### src/hdl/urld_pkg.sv
`timescale 1ns / 1ps

package urld_pkg;

    localparam logic [7:0] PCT_CHAR   = 8'h25;
    localparam logic [7:0] PLUS_CHAR  = 8'h2B;
    localparam logic [7:0] SPACE_CHAR = 8'h20;
    localparam logic [7:0] ZERO_CHAR  = 8'h30;
    localparam logic [7:0] NINE_CHAR  = 8'h39;
    localparam logic [7:0] UPPER_A    = 8'h41;
    localparam logic [7:0] UPPER_Z    = 8'h5A;
    localparam logic [7:0] CASE_GAP   = 8'h20;
    localparam logic [7:0] LOWER_A    = 8'h61;
    localparam logic [7:0] HEX_TEN    = 8'd10;

    localparam int QUEUE_DEPTH_DEF = 4;

    // One decode command: either one beat (data, last) or, when split is set,
    // a literal '%' with last low followed by data with last high.
    typedef struct packed {
        logic       split;
        logic [7:0] data;
        logic       last;
    } cmd_t;

endpackage

### src/hdl/urld_if.sv
`timescale 1ns / 1ps

interface urld_in_if;
    logic       valid;
    logic       ready;
    logic [7:0] in_byte;
    logic       in_last;

    modport source (output valid, output in_byte, output in_last, input ready);
    modport sink (input valid, input in_byte, input in_last, output ready);
endinterface

interface urld_out_if;
    logic       valid;
    logic       ready;
    logic [7:0] out_byte;
    logic       out_last;

    modport source (output valid, output out_byte, output out_last, input ready);
    modport sink (input valid, input out_byte, input out_last, output ready);
endinterface

### src/hdl/url_percent_decoder.sv
`timescale 1ns / 1ps
// The beat for a byte passes through the command queue and then the registered output
// stage before it is valid on the output; '%' and the first digit give no beat.
// Throughput: one input byte per cycle while the command queue has room; a string that
// ends one byte after '%' yields two output beats, emitted in turn by the output stage.
// The command queue between front and back (QUEUE_DEPTH entries) absorbs output stalls.
// Reset (rst_n low, asynchronous) clears the escape phase, the queue and the output beat.

module url_percent_decoder
#(
    parameter int QUEUE_DEPTH = urld_pkg::QUEUE_DEPTH_DEF
)
(
    input  logic       clk,
    input  logic       rst_n,
    urld_in_if.sink    in_stream,
    urld_out_if.source out_stream
);
    import urld_pkg::*;

    logic push_valid;
    cmd_t push_cmd;
    logic push_ready;
    logic pop_valid;
    cmd_t pop_cmd;
    logic pop_ready;

    urld_front u_front
    (
        .clk        (clk),
        .rst_n      (rst_n),
        .in_stream  (in_stream),
        .push_valid (push_valid),
        .push_cmd   (push_cmd),
        .push_ready (push_ready)
    );

    urld_queue #(.DEPTH(QUEUE_DEPTH)) u_queue
    (
        .clk        (clk),
        .rst_n      (rst_n),
        .push_valid (push_valid),
        .push_cmd   (push_cmd),
        .push_ready (push_ready),
        .pop_valid  (pop_valid),
        .pop_cmd    (pop_cmd),
        .pop_ready  (pop_ready)
    );

    urld_back u_back
    (
        .clk        (clk),
        .rst_n      (rst_n),
        .pop_valid  (pop_valid),
        .pop_cmd    (pop_cmd),
        .pop_ready  (pop_ready),
        .out_stream (out_stream)
    );

endmodule

### src/hdl/urld_front.sv
`timescale 1ns / 1ps

module urld_front
(
    input  logic          clk,
    input  logic          rst_n,
    urld_in_if.sink       in_stream,
    output logic          push_valid,
    output urld_pkg::cmd_t push_cmd,
    input  logic          push_ready
);
    import urld_pkg::*;

    localparam logic [1:0] PH_IDLE = 2'd0;
    localparam logic [1:0] PH_PCT  = 2'd1;
    localparam logic [1:0] PH_HI   = 2'd2;

    logic [1:0] phase_reg;
    logic [1:0] phase_next;
    logic [7:0] held_reg;
    logic [7:0] held_next;
    logic       accept;
    logic       emit;
    logic [7:0] digit;
    logic [7:0] lowered;
    logic [7:0] plain;

    always_comb
    begin
        lowered = in_stream.in_byte;
        if (in_stream.in_byte inside {[UPPER_A:UPPER_Z]})
        begin
            lowered = in_stream.in_byte + CASE_GAP;
        end
        if (in_stream.in_byte inside {[ZERO_CHAR:NINE_CHAR]})
        begin
            digit = in_stream.in_byte - ZERO_CHAR;
        end
        else
        begin
            digit = lowered - LOWER_A + HEX_TEN;
        end
        plain = (in_stream.in_byte == PLUS_CHAR) ? SPACE_CHAR : in_stream.in_byte;
    end

    assign in_stream.ready = push_ready;
    assign accept          = in_stream.valid && in_stream.ready;
    assign push_valid      = accept && emit;

    always_comb
    begin
        phase_next     = phase_reg;
        held_next      = held_reg;
        emit           = 1'b1;
        push_cmd.split = 1'b0;
        push_cmd.data  = plain;
        push_cmd.last  = in_stream.in_last;
        case (phase_reg)
            PH_PCT:
            begin
                if (in_stream.in_last)
                begin
                    push_cmd.split = 1'b1;
                    phase_next     = PH_IDLE;
                end
                else
                begin
                    emit       = 1'b0;
                    held_next  = digit;
                    phase_next = PH_HI;
                end
            end
            PH_HI:
            begin
                push_cmd.data = {held_reg[3:0], 4'd0} | digit;
                phase_next    = PH_IDLE;
            end
            default:
            begin
                phase_next = PH_IDLE;
                if (in_stream.in_byte == PCT_CHAR && !in_stream.in_last)
                begin
                    emit       = 1'b0;
                    phase_next = PH_PCT;
                end
            end
        endcase
    end

    always_ff @(posedge clk or negedge rst_n)
    begin
        if (!rst_n)
        begin
            phase_reg <= PH_IDLE;
            held_reg  <= 8'd0;
        end
        else if (accept)
        begin
            phase_reg <= phase_next;
            held_reg  <= held_next;
        end
    end

endmodule

### src/hdl/urld_queue.sv
`timescale 1ns / 1ps

module urld_queue
#(
    parameter int DEPTH = urld_pkg::QUEUE_DEPTH_DEF
)
(
    input  logic           clk,
    input  logic           rst_n,
    input  logic           push_valid,
    input  urld_pkg::cmd_t push_cmd,
    output logic           push_ready,
    output logic           pop_valid,
    output urld_pkg::cmd_t pop_cmd,
    input  logic           pop_ready
);
    import urld_pkg::*;

    localparam int PTR_W = (DEPTH > 1) ? $clog2(DEPTH) : 1;
    localparam int CNT_W = $clog2(DEPTH + 1);
    localparam logic [PTR_W-1:0] PTR_LAST = PTR_W'(DEPTH - 1);
    localparam logic [CNT_W-1:0] CNT_FULL = CNT_W'(DEPTH);

    cmd_t             slots [DEPTH];
    logic [PTR_W-1:0] wr_ptr_reg;
    logic [PTR_W-1:0] rd_ptr_reg;
    logic [CNT_W-1:0] count_reg;
    logic [CNT_W-1:0] count_next;
    logic             do_push;
    logic             do_pop;

    assign push_ready = (count_reg != CNT_FULL);
    assign pop_valid  = (count_reg != '0);
    assign pop_cmd    = slots[rd_ptr_reg];
    assign do_push    = push_valid && push_ready;
    assign do_pop     = pop_valid && pop_ready;

    always_comb
    begin
        count_next = count_reg;
        if (do_push && !do_pop)
        begin
            count_next = count_reg + 1'b1;
        end
        else if (do_pop && !do_push)
        begin
            count_next = count_reg - 1'b1;
        end
    end

    always_ff @(posedge clk)
    begin
        if (do_push)
        begin
            slots[wr_ptr_reg] <= push_cmd;
        end
    end

    always_ff @(posedge clk or negedge rst_n)
    begin
        if (!rst_n)
        begin
            wr_ptr_reg <= '0;
            rd_ptr_reg <= '0;
            count_reg  <= '0;
        end
        else
        begin
            count_reg <= count_next;
            if (do_push)
            begin
                wr_ptr_reg <= (wr_ptr_reg == PTR_LAST) ? '0 : wr_ptr_reg + 1'b1;
            end
            if (do_pop)
            begin
                rd_ptr_reg <= (rd_ptr_reg == PTR_LAST) ? '0 : rd_ptr_reg + 1'b1;
            end
        end
    end

endmodule

### src/hdl/urld_back.sv
`timescale 1ns / 1ps

module urld_back
(
    input  logic           clk,
    input  logic           rst_n,
    input  logic           pop_valid,
    input  urld_pkg::cmd_t pop_cmd,
    output logic           pop_ready,
    urld_out_if.source     out_stream
);
    import urld_pkg::*;

    logic       out_valid_reg;
    logic [7:0] out_data_reg;
    logic       out_last_reg;
    logic       pend_reg;
    logic [7:0] pend_data_reg;
    logic       slot_free;
    logic       do_pop;

    assign out_stream.valid    = out_valid_reg;
    assign out_stream.out_byte = out_data_reg;
    assign out_stream.out_last = out_last_reg;

    assign slot_free = !out_valid_reg || out_stream.ready;
    // hold the queue while the second beat of a split command is pending
    assign pop_ready = slot_free && !pend_reg;
    assign do_pop    = pop_valid && pop_ready;

    always_ff @(posedge clk)
    begin
        if (do_pop)
        begin
            out_data_reg  <= pop_cmd.split ? PCT_CHAR : pop_cmd.data;
            out_last_reg  <= pop_cmd.split ? 1'b0 : pop_cmd.last;
            pend_data_reg <= pop_cmd.data;
        end
        else if (pend_reg && slot_free)
        begin
            out_data_reg <= pend_data_reg;
            out_last_reg <= 1'b1;
        end
    end

    always_ff @(posedge clk or negedge rst_n)
    begin
        if (!rst_n)
        begin
            out_valid_reg <= 1'b0;
            pend_reg      <= 1'b0;
        end
        else if (do_pop)
        begin
            out_valid_reg <= 1'b1;
            pend_reg      <= pop_cmd.split;
        end
        else if (pend_reg && slot_free)
        begin
            out_valid_reg <= 1'b1;
            pend_reg      <= 1'b0;
        end
        else if (slot_free)
        begin
            out_valid_reg <= 1'b0;
        end
    end

    a_pend_shows_pct: assert property (@(posedge clk) disable iff (!rst_n)
        pend_reg |-> (out_valid_reg && !out_last_reg && out_data_reg == PCT_CHAR))
        else $error("pending second beat without a literal percent beat in front");

    a_split_then_last: assert property (@(posedge clk) disable iff (!rst_n)
        (pend_reg && out_stream.ready) |=> (out_valid_reg && out_last_reg && !pend_reg))
        else $error("second beat of a split command not delivered with last");

    a_no_pop_pending: assert property (@(posedge clk) disable iff (!rst_n)
        pend_reg |-> !do_pop)
        else $error("queue popped while a second beat is pending");

endmodule
### src/flat_wrapper.sv
// flat-port wrapper written by rule: the top's interface ports become plain ports
module url_percent_decoder_flat import urld_pkg::*;
#(
    parameter int QUEUE_DEPTH = urld_pkg::QUEUE_DEPTH_DEF
)
  (clk, rst_n, in_stream_valid, in_stream_in_byte, in_stream_in_last, in_stream_ready, out_stream_valid, out_stream_out_byte, out_stream_out_last, out_stream_ready);
  urld_in_if in_stream_i ();
  urld_out_if out_stream_i ();
  input  logic clk;
  input  logic rst_n;
  input wire logic [$bits(in_stream_i.valid)-1:0] in_stream_valid;
  input wire logic [$bits(in_stream_i.in_byte)-1:0] in_stream_in_byte;
  input wire logic [$bits(in_stream_i.in_last)-1:0] in_stream_in_last;
  output wire logic [$bits(in_stream_i.ready)-1:0] in_stream_ready;
  output wire logic [$bits(out_stream_i.valid)-1:0] out_stream_valid;
  output wire logic [$bits(out_stream_i.out_byte)-1:0] out_stream_out_byte;
  output wire logic [$bits(out_stream_i.out_last)-1:0] out_stream_out_last;
  input wire logic [$bits(out_stream_i.ready)-1:0] out_stream_ready;
  assign in_stream_i.valid = in_stream_valid;
  assign in_stream_i.in_byte = in_stream_in_byte;
  assign in_stream_i.in_last = in_stream_in_last;
  assign in_stream_ready = in_stream_i.ready;
  assign out_stream_valid = out_stream_i.valid;
  assign out_stream_out_byte = out_stream_i.out_byte;
  assign out_stream_out_last = out_stream_i.out_last;
  assign out_stream_i.ready = out_stream_ready;
  url_percent_decoder #(.QUEUE_DEPTH(QUEUE_DEPTH)) u_core (.clk(clk), .rst_n(rst_n), .in_stream(in_stream_i), .out_stream(out_stream_i));
endmodule
### config.mk
export PLATFORM = sky130hd
export DESIGN_NAME = url_percent_decoder_flat
export DESIGN_NICKNAME = d
export VERILOG_FILES = /design/src/hdl/urld_pkg.sv /design/src/hdl/urld_if.sv /design/src/hdl/url_percent_decoder.sv /design/src/hdl/urld_front.sv /design/src/hdl/urld_queue.sv /design/src/hdl/urld_back.sv /design/src/flat_wrapper.sv
export SDC_FILE = /design/constraint.sdc
export NUM_CORES = 1
export LEC_CHECK = 0
export BUFFER_PORTS_ARGS = -buffer_cell sky130_fd_sc_hd__buf_2
export CORE_MARGIN = 5
export CORE_UTILIZATION = 33
export DETAILED_ROUTE_END_ITERATION = 8
export PLACE_DENSITY = 0.58
export SYNTH_ARGS = -nofsm -noshare
export SYNTH_HDL_FRONTEND = slang
export SYNTH_SLANG_ARGS = --single-unit
export TNS_END_PERCENT = 1
### constraint.sdc
create_clock -name clk -period 2.5 [get_ports clk]
set_input_delay 0.625 -clock clk [delete_from_list [all_inputs] [get_ports clk]]
set_output_delay 0.625 -clock clk [all_outputs]
set_load 0.01 [all_outputs]
==> run_results.csv, run 1 <==
group,metric,value,unit
global_route,gr-total-overflow,0,
sta,worst_slack,0.1680,ns
worst_setup_path,required,2.77,ns
worst_setup_path,rr_endpoint,"u_core.u_queue.count_reg[2]",
power_and_ir_drop,power_frac_seq,47.8,%
floorplanning,ios,24,
power_and_ir_drop,switchingPower,1.194,mW
final_layout,largest_register_ff_count,40,
power_and_ir_drop,p_sw_share,30.89,%
final_layout,final_area,4293,sq um
worst_setup_path,r2r-start,"u_core.u_front.phase_reg[0]",
synth,yosysSeqAreaShare,57.96,%
synth,synth_top_area_cell,"edfxtp_1",
clock_tree,cts_sinks,72,
status,status,"finished clean",
final_layout,n_antenna_cell,0,
sta,final-setup-viol-count,0,
synth,yosysWarningCount,0,
sta,finClkSkew,0.01300,ns
power_and_ir_drop,peakVddDrop,0.3753,mV
final_layout,n_fill_cell,1068,
place,dpl.hpwl,5213,um
place,gp_congestion,0.8614,
route,vias,2283,
power_and_ir_drop,combPwrFrac,31.7,%
floorplanning,die_height,114.5,um
worst_setup_path,r2r_cells,12,
global_route,grt_pass1_vias,2291,
route,drc,0,
sta,holdWs,0.1953,ns
route,vias_per_cell,4.942,
synth,synth_cell_types,58,
clock_tree,tritoncts,"built",
final_layout,mostFrequentLayoutCells,"edfxtp_1 (57), buf_4 (36), buf_2 (23)",
global_route,grt_max_degree,16,
floorplanning,die-area,13100,sq um
worst_setup_path,start_kind,"flop",
final_layout,num-nets-final,350,
final_layout,drive_gt1_share,31.68,%
final_layout,area_growth,19.21,%
synth,yosysTopAreaCellShare,47.53,%
worst_hold_path,min_path_type,"in -> async",
route,avgRoutedWirePerCell,14.96,um
synth,syn_area,3601,sq um
sta,drv_slew,0,
worst_setup_path,critPathKind,"reg -> reg",
worst_setup_path,arrival,2.60,ns
sta,finalHoldViolations,0,
worst_setup_path,crit_path_end_kind,"flop",
global_route,grt.total_usage,11.04,%
global_route,antenna_found_initial,0,
route,totalWireLength,6913,um
clock_tree,clk_pin_slew,0.08,ns
global_route,grt_first_pass_wirelength,11180,um
place,dp_cells,445,
power_and_ir_drop,leakagePower,1.648,nW
power_and_ir_drop,clkPwrFrac,20.5,%
synth,syn_inst,255,
final_layout,seq_area,2087,sq um
synth,synth_area_leaders,"edfxtp_1 (48%), dfrtp_1 (10%), ha_1 (6.6%), mux4_2 (6.3%), inv_1 (1.8%)",
route,drtIter0Drc,121,
synth,ys.flop_type,"edfxtp_1",
sta,max_freq,428.8,MHz
worst_setup_path,critical_path.slowest_cell,"fa_1",
place,portBuffers,23,
final_layout,mostFrequentLayoutCell,"edfxtp_1",
worst_setup_path,critical_path.max_stage_delay,0.43,ns
place,placed_area,4105,sq um
power_and_ir_drop,finalPower,3.865,mW
worst_setup_path,crit_chain,"inv_1 -> ha_1 -> nand3_1 -> nor3_1 -> buf_4 -> nor3_4 -> ha_2 -> inv_1 -> fa_1 -> xor2_1 -> nor2_1 -> xor2_1",
floorplanning,coreArea,10750,sq um
floorplanning,die_w,114.5,um
final_layout,final_core_util,39.95,%
synth,synth_edf_count,57,
synth,synth_nets,288,
synth,synth_area_per_cell,14.12,sq um
synth,postSynth.asyncResetShare,20.83,%
final_layout,final_cells,462,
clock_tree,cts.htree.levels,3,
clock_tree,cts_buffers,9,
place,place_ws,-0.1828,ns
final_layout,multi_input_area,1403,sq um
run,maxCapViolations,0,
route,dr.pass1.iters,4,
clock_tree,clock_path_buffers,2,
clock_tree,root_buffer,"clkbuf_8",
sta,rsz0062_at_grt,"no",
sta,tns,0,ns
floorplanning,rows,38,
floorplanning,floorplan.initialDensity,33.51,%
sta,post-route-period-util,93.28,%
route,ant_nets,0,
sta,min_period,2.332,ns
synth,synth_seq_cells,72,
worst_setup_path,reg2reg_slack,0.17,ns
sta,tightest_slew,0.5401,ns
clock_tree,clk_latency,0.34,ns
worst_setup_path,crit_fanout,3,
sta,max_slew_margin,63.99,%
power_and_ir_drop,p_int,2.671,mW
power_and_ir_drop,powerDensity,900.2,nW/um^2
## power groups by stage
stage,Clock [mW],Sequential [mW],Combinational [mW]
2_1_floorplan,0,1.90,0.790
5_1_grt,0.870,1.88,1.37
3_5_place_dp,0,1.88,1.25
4_1_cts,0.820,1.85,1.26
6_report,0.791,1.85,1.23
3_3_place_gp,0,1.87,1.24
## how the worst max path moves through the flow
stage / startpoint / to / slack, ns / cells past startpoint
3_5_place_dp: in_stream_in_byte[4] / u_core.u_queue.count_reg[2] / -0.18 / 13
5_1_grt: u_core.u_front.phase_reg[1] / u_core.u_queue.count_reg[2] / 0.03 / 11
6_report: u_core.u_front.phase_reg[0] / u_core.u_queue.count_reg[2] / 0.17 / 12
3_3_place_gp: in_stream_in_byte[4] / u_core.u_queue.count_reg[2] / -0.08 / 13
2_1_floorplan: in_stream_in_byte[4] / u_core.u_queue.count_reg[2] / 0.01 / 11
4_1_cts: u_core.u_front.phase_reg[0] / u_core.u_queue.count_reg[2] / 0.04 / 12
## critical path, delay by kind of cell (launching register included)
kind / cells / cell delay (ns)
buffers and inverters: 3 / 0.25
XOR/XNOR: 2 / 0.31
AND/OR/NAND/NOR: 4 / 0.39
adder cells (fa/ha/maj): 3 / 0.98
flip-flops: 1 / 0.35
## logic make-up (layout without fill, tap and decap cells)
family,Yosys count,after routing,synth area share (%)
DFF,72,72,57.96
and+or+nand+nor,61,61,9.626
AOI/OAI and AO/OA,49,49,11.15
buffers and inverters,27,94,3.335
adders and majority gates,20,20,7.158
muxes,18,18,8.825
xor gates and xnor gates,8,8,1.946
## synthesized netlist by cell type (all sizes together) (6+ instances only)
library cell / n
xnor2: 6
ha: 19
nand2: 14
inv: 18
mux4: 10
mux2: 7
a22o: 6
nor3: 9
dfrtp: 15
nor2: 11
nand3: 7
a31oi: 7
edfxtp: 57
o21ai: 7
## metal layers
| metal | wire length, um | track usage (%) | up-vias | part of all wire, % |
|---|---|---|---|---|
| met4 | 51 | 3.167 | 0 | 0.74 |
| met5 | 0 | 0 | - | 0 |
| met2 | 3487 | 18.70 | 50 | 50 |
| met3 | 295 | 3.383 | 6 | 4.3 |
| li1 | - | - | 1103 | - |
| met1 | 3078 | 13.57 | 1124 | 45 |
## final cells by class
cell class / instances / area share, %
multi-input combinational: 156 / 32.67
clock inverter: 6 / 1.020
timing repair buffer: 59 / 8.977
inverter: 19 / 1.661
tap: 140 / 4.080
sequential: 72 / 48.62
clock buffer: 10 / 2.973
## what timing repair did
action | in CTS | in global routing
buffers inserted | 0 | 1
hold buffers | 0 | 0
resized for setup | 0 | 2
setup endpoints to repair | 0 | 1
Power figures use the tool's default switching activity.
==> inputs of run 2 (changes only) <==
CELL_PAD_IN_SITES_DETAIL_PLACEMENT = 0   (was default)
CELL_PAD_IN_SITES_GLOBAL_PLACEMENT = 1   (was default)
PLACE_DENSITY = 0.65   (was 0.58)
==> run 2 against run 1 <==
Worst hold slack gained 0.0013 ns. Global-route usage grew 0.63 points. Fmax shrank 0.17%. Register-to-register slack is essentially flat. Highest routed layer unchanged. Clock skew shrank 0.0034 ns. Combinational power is essentially flat. Clock power grew 23%. Sequential cell count is the same. Worst setup slack lost 0.0040 ns. Sequential power is essentially flat. Sequential share of layout area shrank 0.28 points. First-iteration DRC count shrank 28%.
==> run_results.csv, run 2 (synthesized netlist as in run 1, its figures left out) <==
group,metric,value,unit
power_and_ir_drop,combPwrFrac,30.3,%
worst_setup_path,required,2.76,ns
global_route,grt_max_degree,16,
final_layout,drive_gt1_share,30.84,%
final_layout,mostFrequentLayoutCells,"edfxtp_1 (57), buf_4 (35), buf_2 (23)",
worst_setup_path,rr_endpoint,"u_core.u_queue.count_reg[2]",
floorplanning,floorplan.initialDensity,33.51,%
worst_setup_path,start_kind,"flop",
final_layout,num-nets-final,349,
final_layout,n_antenna_cell,0,
clock_tree,tritoncts,"built",
route,vias_per_cell,4.959,
worst_setup_path,reg2reg_slack,0.16,ns
clock_tree,cts_buffers,9,
worst_setup_path,crit_path_end_kind,"flop",
clock_tree,holdBufCountCts,0,
place,dpl.hpwl,5451,um
sta,rsz0062_at_grt,"no",
sta,post-route-period-util,93.44,%
sta,tns,0,ns
sta,tightest_slew,0.5605,ns
clock_tree,cts_setup_buffers,0,
power_and_ir_drop,leakagePower,1.661,nW
floorplanning,die-area,13100,sq um
final_layout,area_growth,19.91,%
floorplanning,die_height,114.5,um
status,status,"finished clean",
clock_tree,ctsResizeCount,0,
power_and_ir_drop,peakVddDrop,0.3847,mV
route,dr.pass1.iters,4,
final_layout,mostFrequentLayoutCell,"edfxtp_1",
clock_tree,clk_latency,0.34,ns
final_layout,largest_register_ff_count,40,
floorplanning,ios,24,
route,ant_nets,0,
place,place_ws,-0.09266,ns
global_route,grt.total_usage,11.67,%
place,gp_congestion,0.8035,
route,drc,0,
sta,max_freq,428.1,MHz
route,totalWireLength,7193,um
global_route,gr-total-overflow,0,
route,drtIter0Drc,87,
floorplanning,die_w,114.5,um
run,maxCapViolations,0,
place,portBuffers,23,
worst_setup_path,critical_path.max_stage_delay,0.42,ns
sta,max_slew_margin,62.29,%
sta,holdWs,0.1966,ns
worst_setup_path,critical_path.slowest_cell,"fa_1",
sta,min_period,2.336,ns
worst_setup_path,crit_path_start,"u_core.u_front.phase_reg[0]",
worst_setup_path,crit_chain,"inv_1 -> ha_1 -> nand3_1 -> nor3_1 -> buf_4 -> nor3_2 -> ha_1 -> inv_1 -> fa_1 -> xor2_1 -> nor2_1 -> xor2_1",
sta,finalHoldViolations,0,
floorplanning,coreArea,10750,sq um
power_and_ir_drop,p_sw_share,29.14,%
sta,finClkSkew,0.009623,ns
clock_tree,clk_pin_slew,0.08,ns
power_and_ir_drop,clkPwrFrac,24.0,%
worst_setup_path,crit_fanout,3,
clock_tree,cts.htree.levels,3,
route,avgRoutedWirePerCell,15.60,um
clock_tree,cts_sinks,72,
worst_setup_path,r2r_cells,12,
clock_tree,root_buffer,"clkbuf_8",
sta,final-setup-viol-count,0,
sta,drv_slew,0,
global_route,antenna_found_initial,0,
worst_hold_path,min_path_type,"in -> async",
worst_setup_path,arrival,2.59,ns
worst_setup_path,crit_path_end,"u_core.u_queue.count_reg[2]",
clock_tree,clock_path_buffers,2,
power_and_ir_drop,power_frac_seq,45.7,%
floorplanning,rows,38,
power_and_ir_drop,powerDensity,935.2,nW/um^2
global_route,grt_first_pass_wirelength,11740,um
worst_setup_path,critPathKind,"reg -> reg",
power_and_ir_drop,p_int,2.861,mW
route,vias,2286,
worst_setup_path,r2r-start,"u_core.u_front.phase_reg[0]",
global_route,grt_pass1_vias,2266,
sta,worst_slack,0.1640,ns
power_and_ir_drop,switchingPower,1.177,mW
[run 2: cell types whose count changed in the layout (fill, tap and decap cells not counted)]
cell | before | now
bufinv_16 | 0 | 2
inv_6 | 2 | 0
buf_4 | 36 | 35
clkbuf_1 | 1 | 2
clkinv_2 | 2 | 1
ha_1 | 18 | 19
ha_2 | 1 | 0
nor3_2 | 1 | 2
nor3_4 | 1 | 0
[run 2: per-layer routing]
layer | global-route usage (%) | vias up | part of all wire (%)
met1 | 15.45 | 1117 | 45
met4 | 3.563 | 0 | 1.6
met2 | 18.55 | 59 | 49
met5 | 0 | - | 0
met3 | 3.383 | 8 | 4.5
li1 | - | 1102 | -
[run 2: layout make-up]
cell class,count,area [sq um]
fillers,1035,6427
flip-flops and latches,72,2087
multi-input cells,156,1394
repair buffers,58,377.9
well taps,140,175.2
clock buffers,11,131.4
clock inverters,5,81.33
inverters,19,71.32
[run 2: power groups by stage]
stage / combinational, mW / clock, mW / sequential, mW
floorplan: 0.790 / 0 / 1.90
global placement: 1.24 / 0 / 1.86
detailed placement: 1.26 / 0 / 1.88
CTS: 1.26 / 0.999 / 1.85
global route: 1.37 / 1.05 / 1.88
finish: 1.22 / 0.970 / 1.85
[run 2: worst max-delay path: cells and delay by family, from the launching register on]
family	cells	cell delay [ns]
adders and majority gates	3	0.94
DFF	1	0.38
xor gates and xnor gates	2	0.31
buffers and inverters	3	0.24
and+or+nand+nor	4	0.39
[run 2: how the worst min path moves through the flow]
stage | cells past startpoint | end | slack (ns)
6_report | 1 | u_core.u_back.out_stream.valid | 0.20
5_1_grt | 1 | u_core.u_back.out_stream.valid | 0.21
4_1_cts | 1 | u_core.u_back.out_stream.valid | 0.20
3_5_place_dp | 2 | u_core.u_front.phase_reg[1] | 0.51
3_3_place_gp | 2 | u_core.u_front.held_reg[0] | 0.49
2_1_floorplan | 0 | u_core.u_back.out_stream.valid | 0.33
[run 2: metrics by stage]
stage	cells	power (mW)	area, sq um	util (%)
after floorplan	255	2.689	3601	-
after global placement	445	3.100	4105	38.20
after detailed placement	445	3.134	4105	38.20
after CTS	461	4.111	4318	40.18
after global routing	461	4.294	4318	40.18
final	461	4.038	4318	40.18
==> inputs of run 3 (changes only) <==
CELL_PAD_IN_SITES_DETAIL_PLACEMENT = 1   (was 0)
==> run 3 against run 2 <==
Total power increased by 1.2%. Sequential power hardly changed. Die area stayed put. Largest power group unchanged. Critical path type unchanged.
==> run_results.csv, run 3 (synthesized netlist as in run 1, its figures left out) <==
group,metric,value,unit
clock_tree,cts.htree.levels,3,
final_layout,num-nets-final,351,
sta,post-route-period-util,92.94,%
floorplanning,coreArea,10750,sq um
sta,final-setup-viol-count,0,
floorplanning,rows,38,
floorplanning,die-area,13100,sq um
place,gp_congestion,0.8035,
power_and_ir_drop,powerDensity,939.0,nW/um^2
sta,finalHoldViolations,0,
route,totalWireLength,7901,um
sta,drv_slew,0,
worst_setup_path,critical-path-top-delay-family,"adder cells",
worst_hold_path,min_path_type,"in -> async",
sta,holdWs,0.1915,ns
final_layout,largest_register_ff_count,40,
global_route,antenna_found_initial,0,
power_and_ir_drop,p_sw_share,29.96,%
power_and_ir_drop,peakVddDrop,0.3850,mV
floorplanning,ios,24,
global_route,grt.total_usage,12.69,%
clock_tree,cts_buffers,9,
route,vias,2294,
global_route,grt_first_pass_wirelength,12800,um
final_layout,mostFrequentLayoutCells,"edfxtp_1 (57), buf_4 (37), buf_2 (23)",
final_layout,multi_input_area,1415,sq um
final_layout,final_cells,463,
worst_setup_path,crit_fanout,3,
floorplanning,die_height,114.5,um
power_and_ir_drop,combPwrFrac,30.8,%
place,place_ws,-0.1362,ns
sta,max_freq,430.4,MHz
final_layout,mostFrequentLayoutCell,"edfxtp_1",
final_layout,n_fill_cell,1154,
clock_tree,cts_sinks,72,
place,dp_cells,445,
global_route,grt_pass1_vias,2466,
route,avgRoutedWirePerCell,17.06,um
sta,min_period,2.324,ns
run,maxCapViolations,0,
sta,worst_slack,0.1764,ns
final_layout,seq_area,2087,sq um
floorplanning,floorplan.initialDensity,33.51,%
sta,tightest_slew,0.5784,ns
clock_tree,holdBufCountCts,0,
route,drc,0,
worst_setup_path,cp_num_buf_inv,3,
power_and_ir_drop,leakagePower,1.677,nW
worst_setup_path,cpMostUsedCell,"xor2_1",
sta,finClkSkew,0.01358,ns
worst_setup_path,critical_path.slowest_cell,"fa_1",
clock_tree,clk_pin_slew,0.08,ns
route,dr.pass1.iters,4,
worst_setup_path,crit_chain,"inv_2 -> ha_4 -> nand3_1 -> nor3_1 -> buf_4 -> nor3_4 -> ha_2 -> inv_1 -> fa_1 -> xor2_1 -> nor2_1 -> xor2_1",
status,status,"finished clean",
power_and_ir_drop,p_int,2.862,mW
worst_setup_path,crit_path_end_kind,"flop",
worst_setup_path,arrival,2.60,ns
place,portBuffers,23,
worst_setup_path,required,2.78,ns
worst_setup_path,critPathKind,"reg -> reg",
global_route,gr-total-overflow,0,
route,vias_per_cell,4.955,
clock_tree,tritoncts,"built",
worst_setup_path,start_kind,"flop",
final_layout,area_growth,20.85,%
route,ant_nets,0,
power_and_ir_drop,switchingPower,1.224,mW
route,drtIter0Drc,72,
power_and_ir_drop,clkPwrFrac,23.9,%
floorplanning,die_w,114.5,um
sta,tns,0,ns
clock_tree,clk_latency,0.35,ns
sta,max_slew_margin,61.44,%
global_route,grt_max_degree,16,
final_layout,drive_gt1_share,32.20,%
power_and_ir_drop,finalPower,4.086,mW
final_layout,n_antenna_cell,0,
clock_tree,root_buffer,"clkbuf_8",
worst_setup_path,critical_path.max_stage_delay,0.43,ns
power_and_ir_drop,power_frac_seq,45.3,%
place,dpl.hpwl,6032,um
clock_tree,clock_path_buffers,2,
[run 3: changes by cell type in the layout (fill, tap and decap cells not counted), sizes merged]
cell	change
clkinvlp	-1
clkinv	+3
buf	+2
clkbuf	-2
[run 3: repair_timing]
action                     CTS  global route
buffers inserted             0             2
resized for setup            0             4
setup endpoints to repair    0             1
[run 3: final cells by class]
type | instances | area share [%]
clock buffer | 9 | 2.846
sequential | 72 | 47.96
tap | 140 | 4.025
timing repair buffer | 60 | 9.028
clock inverter | 7 | 1.984
multi-input combinational | 156 | 32.52
inverter | 19 | 1.639
[run 3: path summary, 6_finish.rpt]
| path | start | endpoint | slack, ns | depth (start not counted) |
|---|---|---|---|---|
| setup / recovery | u_core.u_front.phase_reg[0] | u_core.u_queue.count_reg[2] | 0.18 | 12 |
| hold / removal | rst_n | u_core.u_back.pend_reg | 0.19 | 1 |
| setup reg to reg | u_core.u_front.phase_reg[0] | u_core.u_queue.count_reg[2] | 0.18 | 12 |
| hold reg to reg | u_core.u_front.held_reg[0] | u_core.u_front.held_reg[0] | 0.53 | 2 |
| max in group asynchronous | rst_n | u_core.u_front.held_reg[3] | 2.02 | 1 |
| min in group clk | u_core.u_front.held_reg[0] | u_core.u_front.held_reg[0] | 0.53 | 2 |
[run 3: worst register-to-register path, delay by kind of cell, from the launching register on]
| kind | cells | cell delay, ns |
|---|---|---|
| flops | 1 | 0.41 |
| xor+xnor | 2 | 0.32 |
| buf+inv | 3 | 0.27 |
| simple gates | 4 | 0.41 |
| fa+ha+maj | 3 | 0.83 |
[run 3: per-layer routing]
metal  vias to the layer above  track usage (%)  wire, um
met5                         -                0         0
met4                         0            3.800        78
met3                         7            2.590       231
met2                        33            21.38      3958
met1                      1148            16.47      3633
li1                       1106                -         -
[run 3: power by group through the flow]
stage | logic [mW] | registers, mW | clock network, mW
final | 1.26 | 1.85 | 0.976
after global routing | 1.41 | 1.89 | 1.06
after CTS | 1.29 | 1.86 | 1.00
after detailed placement | 1.28 | 1.88 | 0
after global placement | 1.24 | 1.86 | 0
after floorplan | 0.790 | 1.90 | 0
[run 3: stage by stage]
stage,instance area (sq um),util [%]
after floorplan,3601,-
after global placement,4105,38.20
after detailed placement,4105,38.20
after CTS,4315,40.16
after global routing,4352,40.50
final,4352,40.50
